--- config.mk ---
export PLATFORM = sky130hd
export DESIGN_NAME = led_fire_effect_engine_unit
export DESIGN_NICKNAME = d
export VERILOG_FILES = /design/src/rtl/core/lfe_pkg.sv /design/src/rtl/core/lfe_heat_mem.sv /design/src/rtl/core/lfe_alu.sv /design/src/rtl/core/lfe_seq.sv /design/src/rtl/core/led_fire_effect_engine_unit.sv
export SDC_FILE = /design/constraint.sdc
export NUM_CORES = 1
export LEC_CHECK = 0
export ABC_AREA = 1
export BUFFER_PORTS_ARGS = -buffer_cell sky130_fd_sc_hd__buf_2
export CELL_PAD_IN_SITES_DETAIL_PLACEMENT = 0
export CELL_PAD_IN_SITES_GLOBAL_PLACEMENT = 2
export CORE_MARGIN = 4
export CORE_UTILIZATION = 29
export DETAILED_ROUTE_END_ITERATION = 10
export PLACE_DENSITY = 0.77
export SLEW_MARGIN = 10
export SYNTH_ARGS = -nofsm -noshare
export SYNTH_HDL_FRONTEND = slang
export SYNTH_SLANG_ARGS = --single-unit
--- constraint.sdc ---
create_clock -name clk -period 7.9 [get_ports clk]
set_input_delay 0.79 -clock clk [delete_from_list [all_inputs] [get_ports clk]]
set_output_delay 0.79 -clock clk [all_outputs]
set_load 0.01 [all_outputs]
--- src/rtl/core/lfe_pkg.sv ---
`timescale 1ns / 1ps
// ----------------------------------------------------------------------------
// LED fire effect engine - package
// Shared widths, constants, codes and types of the fire effect engine.
// ----------------------------------------------------------------------------
package lfe_pkg;

    // Default geometry
    localparam int PIXEL_COUNT_DEF = 10;
    localparam int SPARK_ZONE_DEF  = 7;

    // Field widths
    localparam int HEAT_W    = 8;
    localparam int PIX_W     = 4;
    localparam int POS_W     = 3;
    localparam int CFG_IDX_W = 1;
    localparam int S_TDATA_W = 24;
    localparam int M_TDATA_W = 32;

    // Shared multiplier operand and product widths
    localparam int MUL_W  = 10;
    localparam int PROD_W = 2 * MUL_W;

    // Configuration register indexes
    localparam logic [CFG_IDX_W-1:0] CFG_COOLING   = 1'd0;
    localparam logic [CFG_IDX_W-1:0] CFG_SPARK_THR = 1'd1;

    // Register reset values
    localparam logic [HEAT_W-1:0] COOLING_RESET   = 8'd55;
    localparam logic [HEAT_W-1:0] SPARK_THR_RESET = 8'd120;

    // Drift: divide by three as multiply by 683 and shift by 11
    localparam logic [MUL_W-1:0] DRIFT_RECIP = 10'd683;
    localparam int               DRIFT_SHIFT = 11;

    // Colour ramp constants
    localparam logic [MUL_W-1:0]  COLOUR_MUL   = 10'd191;
    localparam logic [15:0]       COLOUR_ROUND = 16'd127;
    localparam logic [HEAT_W-1:0] RAMP_MASK    = 8'h3F;
    localparam logic [HEAT_W-1:0] T_HIGH       = 8'h80;
    localparam logic [HEAT_W-1:0] T_MID        = 8'h40;
    localparam logic [HEAT_W-1:0] HEAT_MAX     = 8'd255;

    // Sequencer states
    typedef enum logic [2:0] {
        ST_IDLE,
        ST_DRIFT,
        ST_SPARK_RD,
        ST_SPARK_WR,
        ST_COL_PRIME,
        ST_COLOUR
    } state_t;

    // Shared unit operations
    typedef enum logic [1:0] {
        ALU_DRIFT,
        ALU_SPARK,
        ALU_COLOUR
    } alu_op_t;

    // Shared unit results
    typedef struct packed {
        logic [HEAT_W-1:0] heat;
        logic [HEAT_W-1:0] cooled;
        logic [HEAT_W-1:0] red;
        logic [HEAT_W-1:0] green;
        logic [HEAT_W-1:0] blue;
    } alu_res_t;

endpackage

--- src/rtl/core/lfe_heat_mem.sv ---
`timescale 1ns / 1ps
// ----------------------------------------------------------------------------
// LED fire effect engine - heat store
// One write port, one registered read port; per-entry valid bits give the
// all-zero reset and a clear of the whole store by the clr input.
// ----------------------------------------------------------------------------
module lfe_heat_mem #(
    parameter int DEPTH = lfe_pkg::PIXEL_COUNT_DEF,
    parameter int AW    = $clog2(DEPTH)
) (
    input  logic                      clk,
    input  logic                      rst_n,
    input  logic                      clr,
    input  logic                      we,
    input  logic [AW-1:0]             waddr,
    input  logic [lfe_pkg::HEAT_W-1:0] wdata,
    input  logic                      re,
    input  logic [AW-1:0]             raddr,
    output logic [lfe_pkg::HEAT_W-1:0] rdata
);

    logic [lfe_pkg::HEAT_W-1:0] mem [DEPTH];
    logic [DEPTH-1:0]           valid_reg;
    logic [lfe_pkg::HEAT_W-1:0] rdata_reg;

    // Storage array
    always_ff @(posedge clk)
    begin
        if (we)
        begin
            mem[waddr] <= wdata;
        end
    end

    // Valid bits: cleared by reset or clear, set on write
    always_ff @(posedge clk or negedge rst_n)
    begin
        if (!rst_n)
        begin
            valid_reg <= '0;
        end
        else if (clr)
        begin
            valid_reg <= '0;
        end
        else if (we)
        begin
            valid_reg[waddr] <= 1'b1;
        end
    end

    // Registered read, unwritten entries read as zero
    always_ff @(posedge clk)
    begin
        if (re)
        begin
            rdata_reg <= valid_reg[raddr] ? mem[raddr] : '0;
        end
    end

    assign rdata = rdata_reg;

endmodule

--- src/rtl/core/lfe_alu.sv ---
`timescale 1ns / 1ps
// ----------------------------------------------------------------------------
// LED fire effect engine - shared arithmetic unit
// Cooling subtract, drift average, spark add and colour ramp around one
// shared multiplier.
// ----------------------------------------------------------------------------
module lfe_alu (
    input  lfe_pkg::alu_op_t           op,
    input  logic [lfe_pkg::HEAT_W-1:0] heat_in,
    input  logic [lfe_pkg::HEAT_W-1:0] cool_amt,
    input  logic [lfe_pkg::HEAT_W-1:0] prev1,
    input  logic [lfe_pkg::HEAT_W-1:0] prev2,
    input  logic [lfe_pkg::HEAT_W-1:0] amount,
    output lfe_pkg::alu_res_t          res
);

    logic [lfe_pkg::HEAT_W-1:0] cooled;
    logic [lfe_pkg::MUL_W-1:0]  drift_sum;
    logic [lfe_pkg::MUL_W-1:0]  mul_a;
    logic [lfe_pkg::MUL_W-1:0]  mul_b;
    logic [lfe_pkg::PROD_W-1:0] prod;
    logic [lfe_pkg::HEAT_W:0]   spark_sum;
    logic [lfe_pkg::HEAT_W-1:0] spark_sat;
    logic [15:0]                scaled;
    logic [16:0]                div_sum;
    logic [lfe_pkg::HEAT_W-1:0] t_val;
    logic [lfe_pkg::HEAT_W-1:0] ramp;

    // Cooling, floored at zero
    assign cooled = (heat_in > cool_amt) ? (heat_in - cool_amt) : '0;

    // Drift numerator: h[k-1] + 2*h[k-2]
    assign drift_sum = {2'b00, prev1} + {1'b0, prev2, 1'b0};

    // Shared multiplier
    assign mul_a = (op == lfe_pkg::ALU_DRIFT) ? drift_sum : {2'b00, heat_in};
    assign mul_b = (op == lfe_pkg::ALU_DRIFT) ? lfe_pkg::DRIFT_RECIP : lfe_pkg::COLOUR_MUL;
    assign prod  = mul_a * mul_b;

    // Spark add, saturating
    assign spark_sum = {1'b0, heat_in} + {1'b0, amount};
    assign spark_sat = spark_sum[lfe_pkg::HEAT_W] ? lfe_pkg::HEAT_MAX
                                                   : spark_sum[lfe_pkg::HEAT_W-1:0];

    // Colour scale: t = (h*191 + 127) / 255, via (x + (x >> 8) + 1) >> 8
    assign scaled  = prod[15:0] + lfe_pkg::COLOUR_ROUND;
    assign div_sum = {1'b0, scaled} + {9'd0, scaled[15:8]} + 17'd1;
    assign t_val   = div_sum[15:8];
    assign ramp    = {t_val[5:0] & lfe_pkg::RAMP_MASK[5:0], 2'b00};

    // Result selection
    always_comb
    begin
        res.cooled = cooled;
        case (op)
            lfe_pkg::ALU_DRIFT:  res.heat = prod[lfe_pkg::DRIFT_SHIFT +: lfe_pkg::HEAT_W];
            lfe_pkg::ALU_SPARK:  res.heat = spark_sat;
            default:             res.heat = cooled;
        endcase
        if (t_val > lfe_pkg::T_HIGH)
        begin
            res.red   = lfe_pkg::HEAT_MAX;
            res.green = lfe_pkg::HEAT_MAX;
            res.blue  = ramp;
        end
        else if (t_val > lfe_pkg::T_MID)
        begin
            res.red   = lfe_pkg::HEAT_MAX;
            res.green = ramp;
            res.blue  = '0;
        end
        else
        begin
            res.red   = ramp;
            res.green = '0;
            res.blue  = '0;
        end
    end

endmodule

--- src/rtl/core/lfe_seq.sv ---
`timescale 1ns / 1ps
// ----------------------------------------------------------------------------
// LED fire effect engine - sequencer
// Walks the heat store: cool/drift pass, optional spark, colour pass into
// the output word register.
// ----------------------------------------------------------------------------
module lfe_seq #(
    parameter int PIXEL_COUNT = lfe_pkg::PIXEL_COUNT_DEF,
    parameter int SPARK_ZONE  = lfe_pkg::SPARK_ZONE_DEF,
    parameter int AW          = $clog2(PIXEL_COUNT)
) (
    input  logic                       clk,
    input  logic                       rst_n,
    // input words
    input  logic                       in_valid,
    output logic                       in_ready,
    input  logic                       operation,
    input  logic [lfe_pkg::HEAT_W-1:0] spark_roll,
    input  logic [lfe_pkg::POS_W-1:0]  spark_position,
    input  logic [lfe_pkg::HEAT_W-1:0] spark_amount,
    input  logic [lfe_pkg::HEAT_W-1:0] spark_threshold,
    // heat store
    output logic                       mem_clr,
    output logic                       mem_we,
    output logic [AW-1:0]              mem_waddr,
    output logic [lfe_pkg::HEAT_W-1:0] mem_wdata,
    output logic                       mem_re,
    output logic [AW-1:0]              mem_raddr,
    // shared unit
    output lfe_pkg::alu_op_t           alu_op,
    output logic [lfe_pkg::HEAT_W-1:0] alu_prev1,
    output logic [lfe_pkg::HEAT_W-1:0] alu_prev2,
    output logic [lfe_pkg::HEAT_W-1:0] alu_amount,
    input  lfe_pkg::alu_res_t          alu_res,
    // result words
    output logic                       out_valid,
    input  logic                       out_ready,
    output logic [lfe_pkg::PIX_W-1:0]  pixel_index,
    output logic [lfe_pkg::HEAT_W-1:0] red,
    output logic [lfe_pkg::HEAT_W-1:0] green,
    output logic [lfe_pkg::HEAT_W-1:0] blue,
    output logic                       last_pixel
);

    localparam int CW = $clog2(PIXEL_COUNT + 1);
    localparam logic [CW-1:0] CNT_END  = CW'(PIXEL_COUNT);
    localparam logic [CW-1:0] CNT_LAST = CW'(PIXEL_COUNT - 1);
    localparam logic [CW-1:0] CNT_ONE  = CW'(1);
    localparam logic [CW-1:0] CNT_DRIFT_FIRST = CW'(3);

    lfe_pkg::state_t            state_reg, state_next;
    logic [CW-1:0]              cnt_reg, cnt_next;
    logic [lfe_pkg::HEAT_W-1:0] prev1_reg, prev1_next;
    logic [lfe_pkg::HEAT_W-1:0] prev2_reg, prev2_next;
    logic                       spark_go_reg, spark_go_next;
    logic [lfe_pkg::POS_W-1:0]  pos_reg, pos_next;
    logic [lfe_pkg::HEAT_W-1:0] amount_reg, amount_next;
    logic                       out_valid_reg, out_valid_next;
    logic [lfe_pkg::PIX_W-1:0]  out_idx_reg, out_idx_next;
    logic [lfe_pkg::HEAT_W-1:0] out_red_reg, out_red_next;
    logic [lfe_pkg::HEAT_W-1:0] out_green_reg, out_green_next;
    logic [lfe_pkg::HEAT_W-1:0] out_blue_reg, out_blue_next;
    logic                       out_last_reg, out_last_next;
    logic                       in_fire;
    logic                       out_free;

    // Control registers
    always_ff @(posedge clk or negedge rst_n)
    begin
        if (!rst_n)
        begin
            state_reg     <= lfe_pkg::ST_IDLE;
            cnt_reg       <= '0;
            spark_go_reg  <= 1'b0;
            out_valid_reg <= 1'b0;
        end
        else
        begin
            state_reg     <= state_next;
            cnt_reg       <= cnt_next;
            spark_go_reg  <= spark_go_next;
            out_valid_reg <= out_valid_next;
        end
    end

    // Payload registers
    always_ff @(posedge clk)
    begin
        prev1_reg     <= prev1_next;
        prev2_reg     <= prev2_next;
        pos_reg       <= pos_next;
        amount_reg    <= amount_next;
        out_idx_reg   <= out_idx_next;
        out_red_reg   <= out_red_next;
        out_green_reg <= out_green_next;
        out_blue_reg  <= out_blue_next;
        out_last_reg  <= out_last_next;
    end

    assign in_ready = (state_reg == lfe_pkg::ST_IDLE);
    assign in_fire  = in_valid && in_ready;
    assign out_free = !out_valid_reg || out_ready;

    assign alu_prev1  = prev1_reg;
    assign alu_prev2  = prev2_reg;
    assign alu_amount = amount_reg;

    // Next state and datapath control
    always_comb
    begin
        state_next     = state_reg;
        cnt_next       = cnt_reg;
        prev1_next     = prev1_reg;
        prev2_next     = prev2_reg;
        spark_go_next  = spark_go_reg;
        pos_next       = pos_reg;
        amount_next    = amount_reg;
        out_valid_next = out_valid_reg && !out_ready;
        out_idx_next   = out_idx_reg;
        out_red_next   = out_red_reg;
        out_green_next = out_green_reg;
        out_blue_next  = out_blue_reg;
        out_last_next  = out_last_reg;
        mem_clr        = 1'b0;
        mem_we         = 1'b0;
        mem_waddr      = AW'(cnt_reg - CNT_ONE);
        mem_wdata      = alu_res.cooled;
        mem_re         = 1'b0;
        mem_raddr      = AW'(cnt_reg);
        alu_op         = lfe_pkg::ALU_DRIFT;

        case (state_reg)
            lfe_pkg::ST_IDLE:
            begin
                if (in_fire)
                begin
                    if (operation)
                    begin
                        mem_clr = 1'b1;
                    end
                    else
                    begin
                        spark_go_next = (spark_roll < spark_threshold)
                                     && (32'(spark_position) < SPARK_ZONE)
                                     && (32'(spark_position) < PIXEL_COUNT);
                        pos_next      = spark_position;
                        amount_next   = spark_amount;
                        cnt_next      = '0;
                        state_next    = lfe_pkg::ST_DRIFT;
                    end
                end
            end

            // Read pixel cnt, write pixel cnt-1 from the previous read
            lfe_pkg::ST_DRIFT:
            begin
                alu_op = lfe_pkg::ALU_DRIFT;
                mem_re = (cnt_reg < CNT_END);
                if (cnt_reg != '0)
                begin
                    mem_we     = 1'b1;
                    mem_wdata  = (cnt_reg >= CNT_DRIFT_FIRST) ? alu_res.heat
                                                              : alu_res.cooled;
                    prev2_next = prev1_reg;
                    prev1_next = alu_res.cooled;
                end
                if (cnt_reg == CNT_END)
                begin
                    state_next = spark_go_reg ? lfe_pkg::ST_SPARK_RD
                                              : lfe_pkg::ST_COL_PRIME;
                end
                else
                begin
                    cnt_next = cnt_reg + CNT_ONE;
                end
            end

            lfe_pkg::ST_SPARK_RD:
            begin
                mem_re     = 1'b1;
                mem_raddr  = AW'(pos_reg);
                state_next = lfe_pkg::ST_SPARK_WR;
            end

            lfe_pkg::ST_SPARK_WR:
            begin
                alu_op     = lfe_pkg::ALU_SPARK;
                mem_we     = 1'b1;
                mem_waddr  = AW'(pos_reg);
                mem_wdata  = alu_res.heat;
                state_next = lfe_pkg::ST_COL_PRIME;
            end

            // Fetch pixel zero
            lfe_pkg::ST_COL_PRIME:
            begin
                mem_re     = 1'b1;
                mem_raddr  = '0;
                cnt_next   = '0;
                state_next = lfe_pkg::ST_COLOUR;
            end

            // One pixel per cycle while the output register is free
            lfe_pkg::ST_COLOUR:
            begin
                alu_op = lfe_pkg::ALU_COLOUR;
                if (out_free)
                begin
                    out_valid_next = 1'b1;
                    out_idx_next   = lfe_pkg::PIX_W'(cnt_reg);
                    out_red_next   = alu_res.red;
                    out_green_next = alu_res.green;
                    out_blue_next  = alu_res.blue;
                    out_last_next  = (cnt_reg == CNT_LAST);
                    if (cnt_reg == CNT_LAST)
                    begin
                        state_next = lfe_pkg::ST_IDLE;
                    end
                    else
                    begin
                        mem_re    = 1'b1;
                        mem_raddr = AW'(cnt_reg + CNT_ONE);
                        cnt_next  = cnt_reg + CNT_ONE;
                    end
                end
            end

            default:
            begin
                state_next = lfe_pkg::ST_IDLE;
            end
        endcase
    end

    assign out_valid   = out_valid_reg;
    assign pixel_index = out_idx_reg;
    assign red         = out_red_reg;
    assign green       = out_green_reg;
    assign blue        = out_blue_reg;
    assign last_pixel  = out_last_reg;

endmodule

--- src/rtl/core/led_fire_effect_engine_unit.sv ---
// Frame word: cool/drift pass over the heat store, a spark read and write when the
// spark fires, a fetch of pixel zero, then one pixel word per cycle while the output
// register is free; the next word is accepted once the last pixel word is registered.
// The pixel rate is set by the single heat store read port; a clear word leaves the block idle.
// Reset: heat store reads as all zero (valid bits), cooling 55, spark threshold 120.
`timescale 1ns / 1ps
// ----------------------------------------------------------------------------
// LED fire effect engine - top level
// Per-LED heat simulation with cooling, upward drift, sparks and a
// black-red-yellow-white colour ramp, one result word per pixel.
// ----------------------------------------------------------------------------
module led_fire_effect_engine_unit #(
    parameter int PIXEL_COUNT = lfe_pkg::PIXEL_COUNT_DEF,
    parameter int SPARK_ZONE  = lfe_pkg::SPARK_ZONE_DEF
) (
    input  logic                          clk,
    input  logic                          rst_n,
    // input word stream
    input  logic                          s_axis_tvalid,
    output logic                          s_axis_tready,
    // [7:0] spark_roll, [10:8] spark_position, [18:11] spark_amount
    input  logic [lfe_pkg::S_TDATA_W-1:0] s_axis_tdata,
    // [0] operation
    input  logic                          s_axis_tuser,
    // result word stream
    output logic                          m_axis_tvalid,
    input  logic                          m_axis_tready,
    // [3:0] pixel_index, [11:4] red, [19:12] green, [27:20] blue
    output logic [lfe_pkg::M_TDATA_W-1:0] m_axis_tdata,
    output logic                          m_axis_tlast,
    // configuration writes
    input  logic                          cfg_we,
    input  logic [lfe_pkg::CFG_IDX_W-1:0] cfg_addr,
    input  logic [lfe_pkg::HEAT_W-1:0]    cfg_wdata
);

    localparam int AW = $clog2(PIXEL_COUNT);

    logic [lfe_pkg::HEAT_W-1:0] cooling_reg;
    logic [lfe_pkg::HEAT_W-1:0] spark_thr_reg;

    logic                       mem_clr;
    logic                       mem_we;
    logic [AW-1:0]              mem_waddr;
    logic [lfe_pkg::HEAT_W-1:0] mem_wdata;
    logic                       mem_re;
    logic [AW-1:0]              mem_raddr;
    logic [lfe_pkg::HEAT_W-1:0] mem_rdata;

    lfe_pkg::alu_op_t           alu_op;
    logic [lfe_pkg::HEAT_W-1:0] alu_prev1;
    logic [lfe_pkg::HEAT_W-1:0] alu_prev2;
    logic [lfe_pkg::HEAT_W-1:0] alu_amount;
    lfe_pkg::alu_res_t          alu_res;

    logic [lfe_pkg::PIX_W-1:0]  pixel_index;
    logic [lfe_pkg::HEAT_W-1:0] red;
    logic [lfe_pkg::HEAT_W-1:0] green;
    logic [lfe_pkg::HEAT_W-1:0] blue;

    // Configuration registers
    always_ff @(posedge clk or negedge rst_n)
    begin
        if (!rst_n)
        begin
            cooling_reg   <= lfe_pkg::COOLING_RESET;
            spark_thr_reg <= lfe_pkg::SPARK_THR_RESET;
        end
        else if (cfg_we)
        begin
            case (cfg_addr)
                lfe_pkg::CFG_COOLING:   cooling_reg   <= cfg_wdata;
                lfe_pkg::CFG_SPARK_THR: spark_thr_reg <= cfg_wdata;
                default:                ;
            endcase
        end
    end

    lfe_heat_mem #(
        .DEPTH (PIXEL_COUNT),
        .AW    (AW)
    ) u_mem (
        .clk   (clk),
        .rst_n (rst_n),
        .clr   (mem_clr),
        .we    (mem_we),
        .waddr (mem_waddr),
        .wdata (mem_wdata),
        .re    (mem_re),
        .raddr (mem_raddr),
        .rdata (mem_rdata)
    );

    lfe_alu u_alu (
        .op       (alu_op),
        .heat_in  (mem_rdata),
        .cool_amt (cooling_reg),
        .prev1    (alu_prev1),
        .prev2    (alu_prev2),
        .amount   (alu_amount),
        .res      (alu_res)
    );

    lfe_seq #(
        .PIXEL_COUNT (PIXEL_COUNT),
        .SPARK_ZONE  (SPARK_ZONE),
        .AW          (AW)
    ) u_seq (
        .clk             (clk),
        .rst_n           (rst_n),
        .in_valid        (s_axis_tvalid),
        .in_ready        (s_axis_tready),
        .operation       (s_axis_tuser),
        .spark_roll      (s_axis_tdata[7:0]),
        .spark_position  (s_axis_tdata[10:8]),
        .spark_amount    (s_axis_tdata[18:11]),
        .spark_threshold (spark_thr_reg),
        .mem_clr         (mem_clr),
        .mem_we          (mem_we),
        .mem_waddr       (mem_waddr),
        .mem_wdata       (mem_wdata),
        .mem_re          (mem_re),
        .mem_raddr       (mem_raddr),
        .alu_op          (alu_op),
        .alu_prev1       (alu_prev1),
        .alu_prev2       (alu_prev2),
        .alu_amount      (alu_amount),
        .alu_res         (alu_res),
        .out_valid       (m_axis_tvalid),
        .out_ready       (m_axis_tready),
        .pixel_index     (pixel_index),
        .red             (red),
        .green           (green),
        .blue            (blue),
        .last_pixel      (m_axis_tlast)
    );

    // Result word packing
    assign m_axis_tdata = {4'b0000, blue, green, red, pixel_index};

endmodule

== Yosys cells after proc, flatten, opt, wreduce, memory -nomap -nowiden ==
Memory sizes are Yosys's and may differ from the RTL's. A register that Yosys moved wholly into a read port is not among the register bits.
Index checks and enable logic that the tools add are counted.
Word-level totals
  output and inout port bits: 35
  memories: 1
  input port bits: 39
  logic and storage cells: 121
  memory bits (writable): 80
  flip-flop bits (word level): 91
Memory list
  u_mem.mem: depth 10, width 8, rd ports 1, clocked after memory_dff 1, write ports 1, RTL line lfe_heat_mem.sv:22  | logic [lfe_pkg::HEAT_W-1:0] mem [DEPTH];
Operators by class
  reductions and logical operators: 22
  bitwise gates (word level): 3
  mux-type cells: 44
  eq/ne operators: 14
  $mul: 1
  add/sub/neg operators: 8
  magnitude comparators: 10
Operator list (count)
  $mux 10: 4
  $mux 8: 5
  $pmux 8 s2: 2
  $mux 4: 6
  $mul 10x10->19: 1
  $mux 18: 1
  $mux 3: 6
  $pmux 3 s6: 1
  $add 16x1->16 const B: 1
  $add 16x7->16 const B: 1
  $add 16x8->16: 1
  $pmux 4 s4: 1
  $mux 1: 12
  $pmux 4 s3: 1
  $add 8x9->10: 1
  $lt 4x5->1 const B: 2
  $or 10x10->10: 1
  $add 8x8->9: 1
  $eq 4x4->1 const B: 2
  $gt 8x7->1 const B: 1
  $gt 8x8->1: 1
  $gt 8x8->1 const B: 1
  $lt 8x8->1: 1
  $reduce_and 2->1: 4
  other kinds (30): 44

== Longest topological paths before layout ==
Gate-level depths: netlist of the first run.
  word-level depth: 11
  gate-level depth with buffers: 53
  mapped depth without buffers: 52

== Cells and area by module ==
A second synthesis of the first run with hierarchy kept.
Unflattened totals
  cells, all modules: 1546
  area total of the unflattened synthesis: 12988.7 um^2
By module, submodules not included
  lfe_alu: seq. area each 0.0 um^2, times used 1, cells each 806, area each 5123.7 um^2
  lfe_heat_mem: seq. area each 2892.8 um^2, times used 1, cells each 413, area each 4240.3 um^2
  lfe_seq: seq. area each 1906.8 um^2, times used 1, cells each 252, area each 2916.5 um^2
  led_fire_effect_engine_unit: seq. area each 411.6 um^2, times used 1, cells each 75, area each 708.2 um^2

== Least setup slack after synthesis of the first run ==
No wires, ideal clock.
  kind: register to register
  start point: register u_seq.prev1_reg (netlist bit u_seq.alu_prev1[1])
  end point: register u_seq.out_green_reg (netlist bit u_seq.green[2]), data pin
  data required time: 7.647 ns
  stages on the path, launching flop included: 47
  arrival: 7.452 ns
  path buffers: 1
  clock period less this slack: 7.705 ns
  setup time: 0.253 ns
  path slack: 0.195 ns
  path through: edfxtp_1 ha_1 fa_1 a21oi_1 nor2_1 nor2_1 xor2_1 nor2_1 nor2_1 nand2_1 nand2_1 inv_1 ha_1 inv_1 fa_1 fa_1 inv_1 fa_1 (+11 left out) nand4_1 nand2_1 inv_1 ha_1 nand2_1 nor2_1 nand4_1 nand3_1 nand3_2 nor2_2 nand3_1 nand2_2 nand2_1 nor2_1 nand2_1 nand2_2 buf_6 nand2_1
On the way
  longest elaborated chain between the ends: 8
  elaborated cells on any way between the ends: 9
  classes of those cells: add/sub: 4; mul: 1; order compare: 2; mux: 2
Ends and longest elaborated chain
  start, declared: RTL line lfe_seq.sv:53  | logic [lfe_pkg::HEAT_W-1:0] prev1_reg, prev1_next;
  start signal, assigned: RTL line lfe_seq.sv:89  | prev1_reg <= prev1_next;
  $add 8x9->10 *: RTL line lfe_alu.sv:33  | assign drift_sum = {2'b00, prev1} + {1'b0, prev2, 1'b0};
  $mux 10 *: RTL line lfe_alu.sv:36  | assign mul_a = (op == lfe_pkg::ALU_DRIFT) ? drift_sum : {2'b00, heat_in};
  $mul 10x10->19 *: RTL line lfe_alu.sv:38  | assign prod = mul_a * mul_b;
  $add 16x7->16 *: RTL line lfe_alu.sv:46  | assign scaled = prod[15:0] + lfe_pkg::COLOUR_ROUND;
  $add 16x8->16 *: RTL line lfe_alu.sv:47  | assign div_sum = {1'b0, scaled} + {9'd0, scaled[15:8]} + 17'd1;
  $add 16x1->16 *: RTL line lfe_alu.sv:47
  $gt 8x7->1: RTL line lfe_alu.sv:66  | else if (t_val > lfe_pkg::T_MID)
  $mux 18: RTL line lfe_alu.sv:66
  end signal, assigned: RTL line lfe_seq.sv:95  | out_green_reg <= out_green_next;
  end, declared: RTL line lfe_seq.sv:61  | logic [lfe_pkg::HEAT_W-1:0] out_green_reg, out_green_next;
Every way passes the cells marked *; elsewhere a longest branch is shown, timed or not.
A chain may end at the register's enable or synchronous reset.

== Final worst setup path of the first run ==
  start point: register u_seq.prev2_reg (netlist bit u_seq.alu_prev2[2])
  end point: register u_seq.out_green_reg (netlist bit u_seq.green[6]), data pin
On the way
  longest elaborated chain between the ends: 8
  elaborated cells on any way between the ends: 9
  classes of those cells: add/sub: 4; mul: 1; order compare: 2; mux: 2
Ends and longest elaborated chain
  start, declared: RTL line lfe_seq.sv:54  | logic [lfe_pkg::HEAT_W-1:0] prev2_reg, prev2_next;
  start signal, assigned: RTL line lfe_seq.sv:90  | prev2_reg <= prev2_next;
  $add 8x9->10 *: RTL line lfe_alu.sv:33
  $mux 10 *: RTL line lfe_alu.sv:36
  $mul 10x10->19 *: RTL line lfe_alu.sv:38
  $add 16x7->16 *: RTL line lfe_alu.sv:46
  $add 16x8->16 *: RTL line lfe_alu.sv:47
  $add 16x1->16 *: RTL line lfe_alu.sv:47
  $gt 8x7->1: RTL line lfe_alu.sv:66
  $mux 18: RTL line lfe_alu.sv:66
Marked as above.

==> impl_metrics.tcl, run 1 <==
set metrics [dict create \
    status "complete, no violations" \
    nets 1763 \
    syn_area_per_cell_um2 8.88 \
    cp_num_buf_inv 24 \
    dieArea_mm2 0.0450 \
    met2_usage_pct 23.6 \
    antenna_found_initial 0 \
    grt_pass1_vias 9643 \
    synth-edff-count 140 \
    antenna_cells 0 \
    min_path_type "flip-flop to flip-flop" \
    r2r_slack_ns 0.06 \
    cp_slowest_cell "fa_1" \
    grt_max_degree 47 \
    worstMarginPinSlew_ns 1.17 \
    routabilityCongestion 0.813 \
    startpoint "u_seq.alu_prev2[2]" \
    drt-pass1-iter-count 5 \
    grt_busiest_layer "met2" \
    grt_first_pass_wirelength_um 49300 \
    crit_type "flip-flop to flip-flop" \
    drtAntennaViolNets 0 \
    layout_min_cycle_time_ns 7.84 \
    hpwlAfterDp_um 23400 \
    grt_overflow_total 0 \
    ys_ff_latch 175 \
    ys_async_sr_fraction_pct 20.0 \
    synthCells 1361 \
    drc 0 \
    start_util_pct 29.5 \
    synth_flop_cell "edfxtp_1" \
    portBuffers 62 \
    max_stage_delay_ns 0.54 \
    setup_viol_count_final 0 \
    core_mm2 0.0410 \
    drt-initial-drc-count 507 \
    cp_common_cell "buf_4" \
    tritoncts "done" \
    die_width_um 212 \
    die_h_um 212 \
    clk_path_buf_depth 2 \
    drive_above_1_share_pct 28.2 \
    setup_tns_ns 0 \
    relSlewSlack_pct 20.9 \
    rows 74 \
    syn_area_mm2 0.0121 \
    cts_num_sinks 175 \
    hold_violations 0 \
    wl_um 30900 \
    grtUsageMet3_pct 1.89 \
    yosysWarnings 0 \
    start_kind "flip-flop" \
    slew_viol_final 0 \
    wire_per_inst_um 14.6 \
    grt_usage_pct 13.8 \
    max_freq_ghz 0.128 \
    holdCritStartpoint "u_seq.alu_prev1[7]" \
    io-pin-count 74 \
    htree_levels 4 \
    synth-seq-area-share_pct 42.1 \
    viasPerCell 4.50 \
    finalCritPeriodShare_pct 99.3 \
    rr_startpoint "u_seq.alu_prev2[2]" \
    crit_fanout 6 \
    ctsHoldBuffers 0 \
    synthToLayoutAreaGrowth_pct 27.5 \
    clk_latency_ns 0.44 \
    ys_types 49 \
    worstPathArrival_ns 8.03 \
    largest_reg_flops 80 \
    drv_cap 0 \
    cp.required_ns 8.09 \
    cts_root_buf "clkbuf_16" \
    use_met1_pct 18.3 \
    vias 9533 \
    critPathCaptureType "flip-flop" \
    cts_made_buffers 17 \
    cp_top_family "buffers and inverters" \
    clk_pin_slew_ns 0.07 \
    fin_skew_ns 0.0116 \
    rsz0062_at_grt "yes" \
]
## through the flow
stage,cells,util [%],setup WS [ns],hold WS (ns),cell area [um2]
after floorplan,1368,-,0.195,0.420,12100
after detailed placement,2036,33.5,-0.404,0.445,13700
final,2117,37.6,0.0590,0.462,15400
after CTS,2106,36.4,0.00153,0.466,14900
after global routing,2117,37.6,-0.370,0.491,15400
after global placement,2036,33.5,-0.384,0.443,13700
## cells in the mapped netlist, drive strengths merged, types with 12 or more instances
cell type,instances,area (um2)
nand4,18,119
o221ai,12,105
a21oi,41,205
dfrtp,26,651
nand2,257,1010
nor2,182,722
o21ai,96,480
nand3,65,388
inv,246,923
clkbuf,16,60.1
fa,42,841
ha,110,1380
buf,12,86.3
xor2,17,168
edfxtp,140,4200
## repair_timing
item | in CTS | in global routing
cloned | 1 | 0
endpoints found under the setup margin | 20 | 30
pin swaps | 42 | 75
gates resized for setup | 82 | 113
setup buffers | 37 | 12
## final cells by class
type                            instances  area (um2)
Clock inverter                         15         168
Fill cell                            4192       25600
Clock buffer                           17         425
Timing Repair Buffer                  212        1460
Sequential cell                       175        5090
Multi-Input combinational cell        918        6670
Inverter                              248         936
Tap cell                              532         666
## kinds of logic (layout without fill, tap and decap cells)
kind of cell               Yosys count  in the layout  share of synthesized area [%]
buffers and inverters              276            492                           8.91
DFF                                175            175                           42.1
adders and majority gates          152            152                           18.3
other                                2              9                         0.0621
muxes                                1              1                         0.0828
and+or+nand+nor                    538            539                           19.3
xor gates and xnor gates            25             25                           1.97
AOI/OAI and AO/OA                  192            192                           9.21
## per-layer routing
layer / vias to the layer above / part of all wire (%)
met2: 123 / 48
met4: 0 / 2.1
li1: 4889 / -
met1: 4490 / 47
met3: 31 / 2.7
met5: - / 0
## final timing paths
kind | cells past startpoint | end
hold reg to reg | 0 | u_seq.alu_prev2[7]
min in group asynchronous | 1 | u_mem.valid_reg[1]
setup / recovery | 58 | u_seq.green[6]
setup reg to reg | 58 | u_seq.green[6]
hold / removal | 0 | u_seq.alu_prev2[7]
max in group asynchronous | 1 | u_seq.cnt_reg[2]
## layout by cell type (no fill, tap or decap), types with 3 or more instances in the layout
cell / n
fa_1: 41
nand2_2: 46
dfstp_2: 9
nand2_1: 193
dfrtp_1: 26
o211ai_1: 7
ha_4: 12
ha_1: 95
o22ai_1: 9
buf_2: 62
buf_4: 145
xnor2_1: 8
inv_1: 220
o32ai_1: 10
nor2_2: 24
clkbuf_16: 17
o21ai_2: 3
nand3_4: 7
inv_2: 24
edfxtp_1: 140
nand4_1: 17
nor2_1: 143
conb_1: 9
inv_8: 6
o21ai_1: 7
nand2_4: 17
a21oi_2: 9
o21ai_0: 86
nor2_4: 14
buf_6: 4
ha_2: 3
clkinv_1: 3
a21oi_1: 31
or2_2: 9
o221ai_1: 12
xor2_1: 16
nand3_1: 44
nand3_2: 14
o21bai_1: 6
Power of run 1 is left out: the tool's default activity adds up to more than one toggle a clock period on the data nets, which glitch-free logic cannot reach.
==> inputs of run 2 (changes only) <==
--- a/config.mk
+++ b/config.mk
@@ -12,7 +12,7 @@
 export CORE_MARGIN = 4
 export CORE_UTILIZATION = 29
 export DETAILED_ROUTE_END_ITERATION = 10
-export PLACE_DENSITY = 0.77
+export PLACE_DENSITY = 0.74
 export SLEW_MARGIN = 10
 export SYNTH_ARGS = -nofsm -noshare
 export SYNTH_HDL_FRONTEND = slang
==> constraint.sdc (replaced) <==
create_clock -name clk -period 8.5 [get_ports clk]
set_input_delay 0.85 -clock clk [delete_from_list [all_inputs] [get_ports clk]]
set_output_delay 0.85 -clock clk [all_outputs]
set_load 0.01 [all_outputs]
==> run 2 against run 1 <==
Global-route usage down 0.43 points. Register-to-register slack better by 0.44 ns. Final cell count down 4.2%.
==> impl_metrics.tcl, run 2 (same netlist as run 1, synthesis figures left out) <==
set metrics [dict create \
    synthToLayoutAreaGrowth_pct 18.3 \
    nets 1674 \
    setup_viol_count_final 0 \
    grt_usage_pct 13.4 \
    drive_above_1_share_pct 18.1 \
    drt-pass1-iter-count 5 \
    drv_cap 0 \
    core_mm2 0.0410 \
    antenna_cells 0 \
    placed_cell_area_mm2 0.0134 \
    drt-initial-drc-count 430 \
    hold_violations 0 \
    design_area_mm2 0.0143 \
    wl_um 29900 \
    worstPathArrival_ns 8.19 \
    relSlewSlack_pct 23.2 \
    drtAntennaViolNets 0 \
    layout_min_cycle_time_ns 8.01 \
    io-pin-count 74 \
    worstMarginPinSlew_ns 1.14 \
    crit_fanout 7 \
    seqCellArea_mm2 0.00509 \
    hpwlAfterDp_um 23400 \
    routabilityCongestion 0.786 \
    clk_pin_slew_ns 0.07 \
    cp.required_ns 8.69 \
    start_util_pct 29.5 \
    crit_type "flip-flop to flip-flop" \
    fillers 4233 \
    htree_levels 4 \
    fin_skew_ns 0.00943 \
    multi_input_area_mm2 0.00625 \
    viasPerCell 4.43 \
    slew_viol_final 0 \
    die_h_um 212 \
    clk_path_buf_depth 2 \
    vias 8994 \
    grt_first_pass_wirelength_um 47200 \
    grt_pass1_vias 8888 \
    antenna_found_initial 0 \
    portBuffers 62 \
    status "complete, no violations" \
    drc 0 \
    tritoncts "done" \
    utilization_pct 34.9 \
    cts_made_buffers 17 \
    setup_tns_ns 0 \
    die_width_um 212 \
    min_path_type "flip-flop to flip-flop" \
    max_stage_delay_ns 0.54 \
    wire_per_inst_um 14.8 \
    start_kind "flip-flop" \
    final_common_cell "inv_1" \
    grt_overflow_total 0 \
    grt_max_degree 47 \
    dieArea_mm2 0.0450 \
    critPathCaptureType "flip-flop" \
    rows 74 \
    cts_root_buf "clkbuf_16" \
    ctsHoldBuffers 0 \
    clk_latency_ns 0.44 \
    finalCritPeriodShare_pct 94.2 \
    cts_num_sinks 175 \
    cp_slowest_cell "fa_1" \
    largest_reg_flops 80 \
    layout_common_cells "inv_1, nand2_1, nor2_1, edfxtp_1, ha_1" \
    max_freq_ghz 0.125 \
]
[run 2: metrics by stage]
step | worst slack (ns) | instances | hold WS (ns)
5_1_grt | -0.0563 | 2028 | 0.484
3_3_place_gp | 0.0595 | 1990 | 0.445
3_5_place_dp | 0.0207 | 1990 | 0.449
4_1_cts | 0.00126 | 2022 | 0.469
6_report | 0.494 | 2028 | 0.462
2_1_floorplan | 0.795 | 1368 | 0.420
[run 2: timing repair]
| action | in CTS | in global routing |
|---|---|---|
| resized for setup | 1 | 76 |
| endpoints found under the setup margin | 7 | 20 |
| buffers inserted | 0 | 6 |
| pin swaps | 0 | 25 |
[run 2: worst paths after layout]
kind / startpoint / endpoint / slack [ns] / cells past startpoint
worst max-delay path: u_seq.alu_prev2[2] / u_seq.red[2] / 0.49 / 47
worst min-delay path: u_seq.alu_prev1[0] / u_seq.alu_prev2[0] / 0.46 / 0
worst max register to register: u_seq.alu_prev2[2] / u_seq.red[2] / 0.49 / 47
worst min register to register: u_seq.alu_prev1[0] / u_seq.alu_prev2[0] / 0.46 / 0
max in group asynchronous: rst_n / u_seq.cnt_reg[2] / 7.35 / 1
min in group asynchronous: rst_n / u_mem.valid_reg[2] / 0.56 / 1
[run 2: layout make-up]
class	instances	share of cell area, %
clock inverter	11	0.639
inverter	248	6.51
sequential	175	35.6
tap	532	4.65
clock buffer	21	3.37
multi-input combinational	917	43.7
timing repair buffer	124	5.51
[run 2: critical path: cells and delay by family, from the launching register on]
family / cells / cell delay (ns)
buffers and inverters: 9 / 0.60
AO/OA/AOI/OAI: 5 / 0.63
AND/OR/NAND/NOR: 25 / 2.62
adder cells (fa/ha/maj): 8 / 3.46
flip-flops: 1 / 0.42
[run 2: layer usage]
metal / global-route usage (%) / part of all wire (%) / vias to the layer above
li1: - / - / 4707
met3: 2.76 / 3.5 / 17
met1: 18.1 / 48 / 4132
met4: 2.50 / 1.1 / 0
met2: 22.5 / 48 / 138
met5: 0 / 0 / -
Power of run 2 is left out for the same reason.
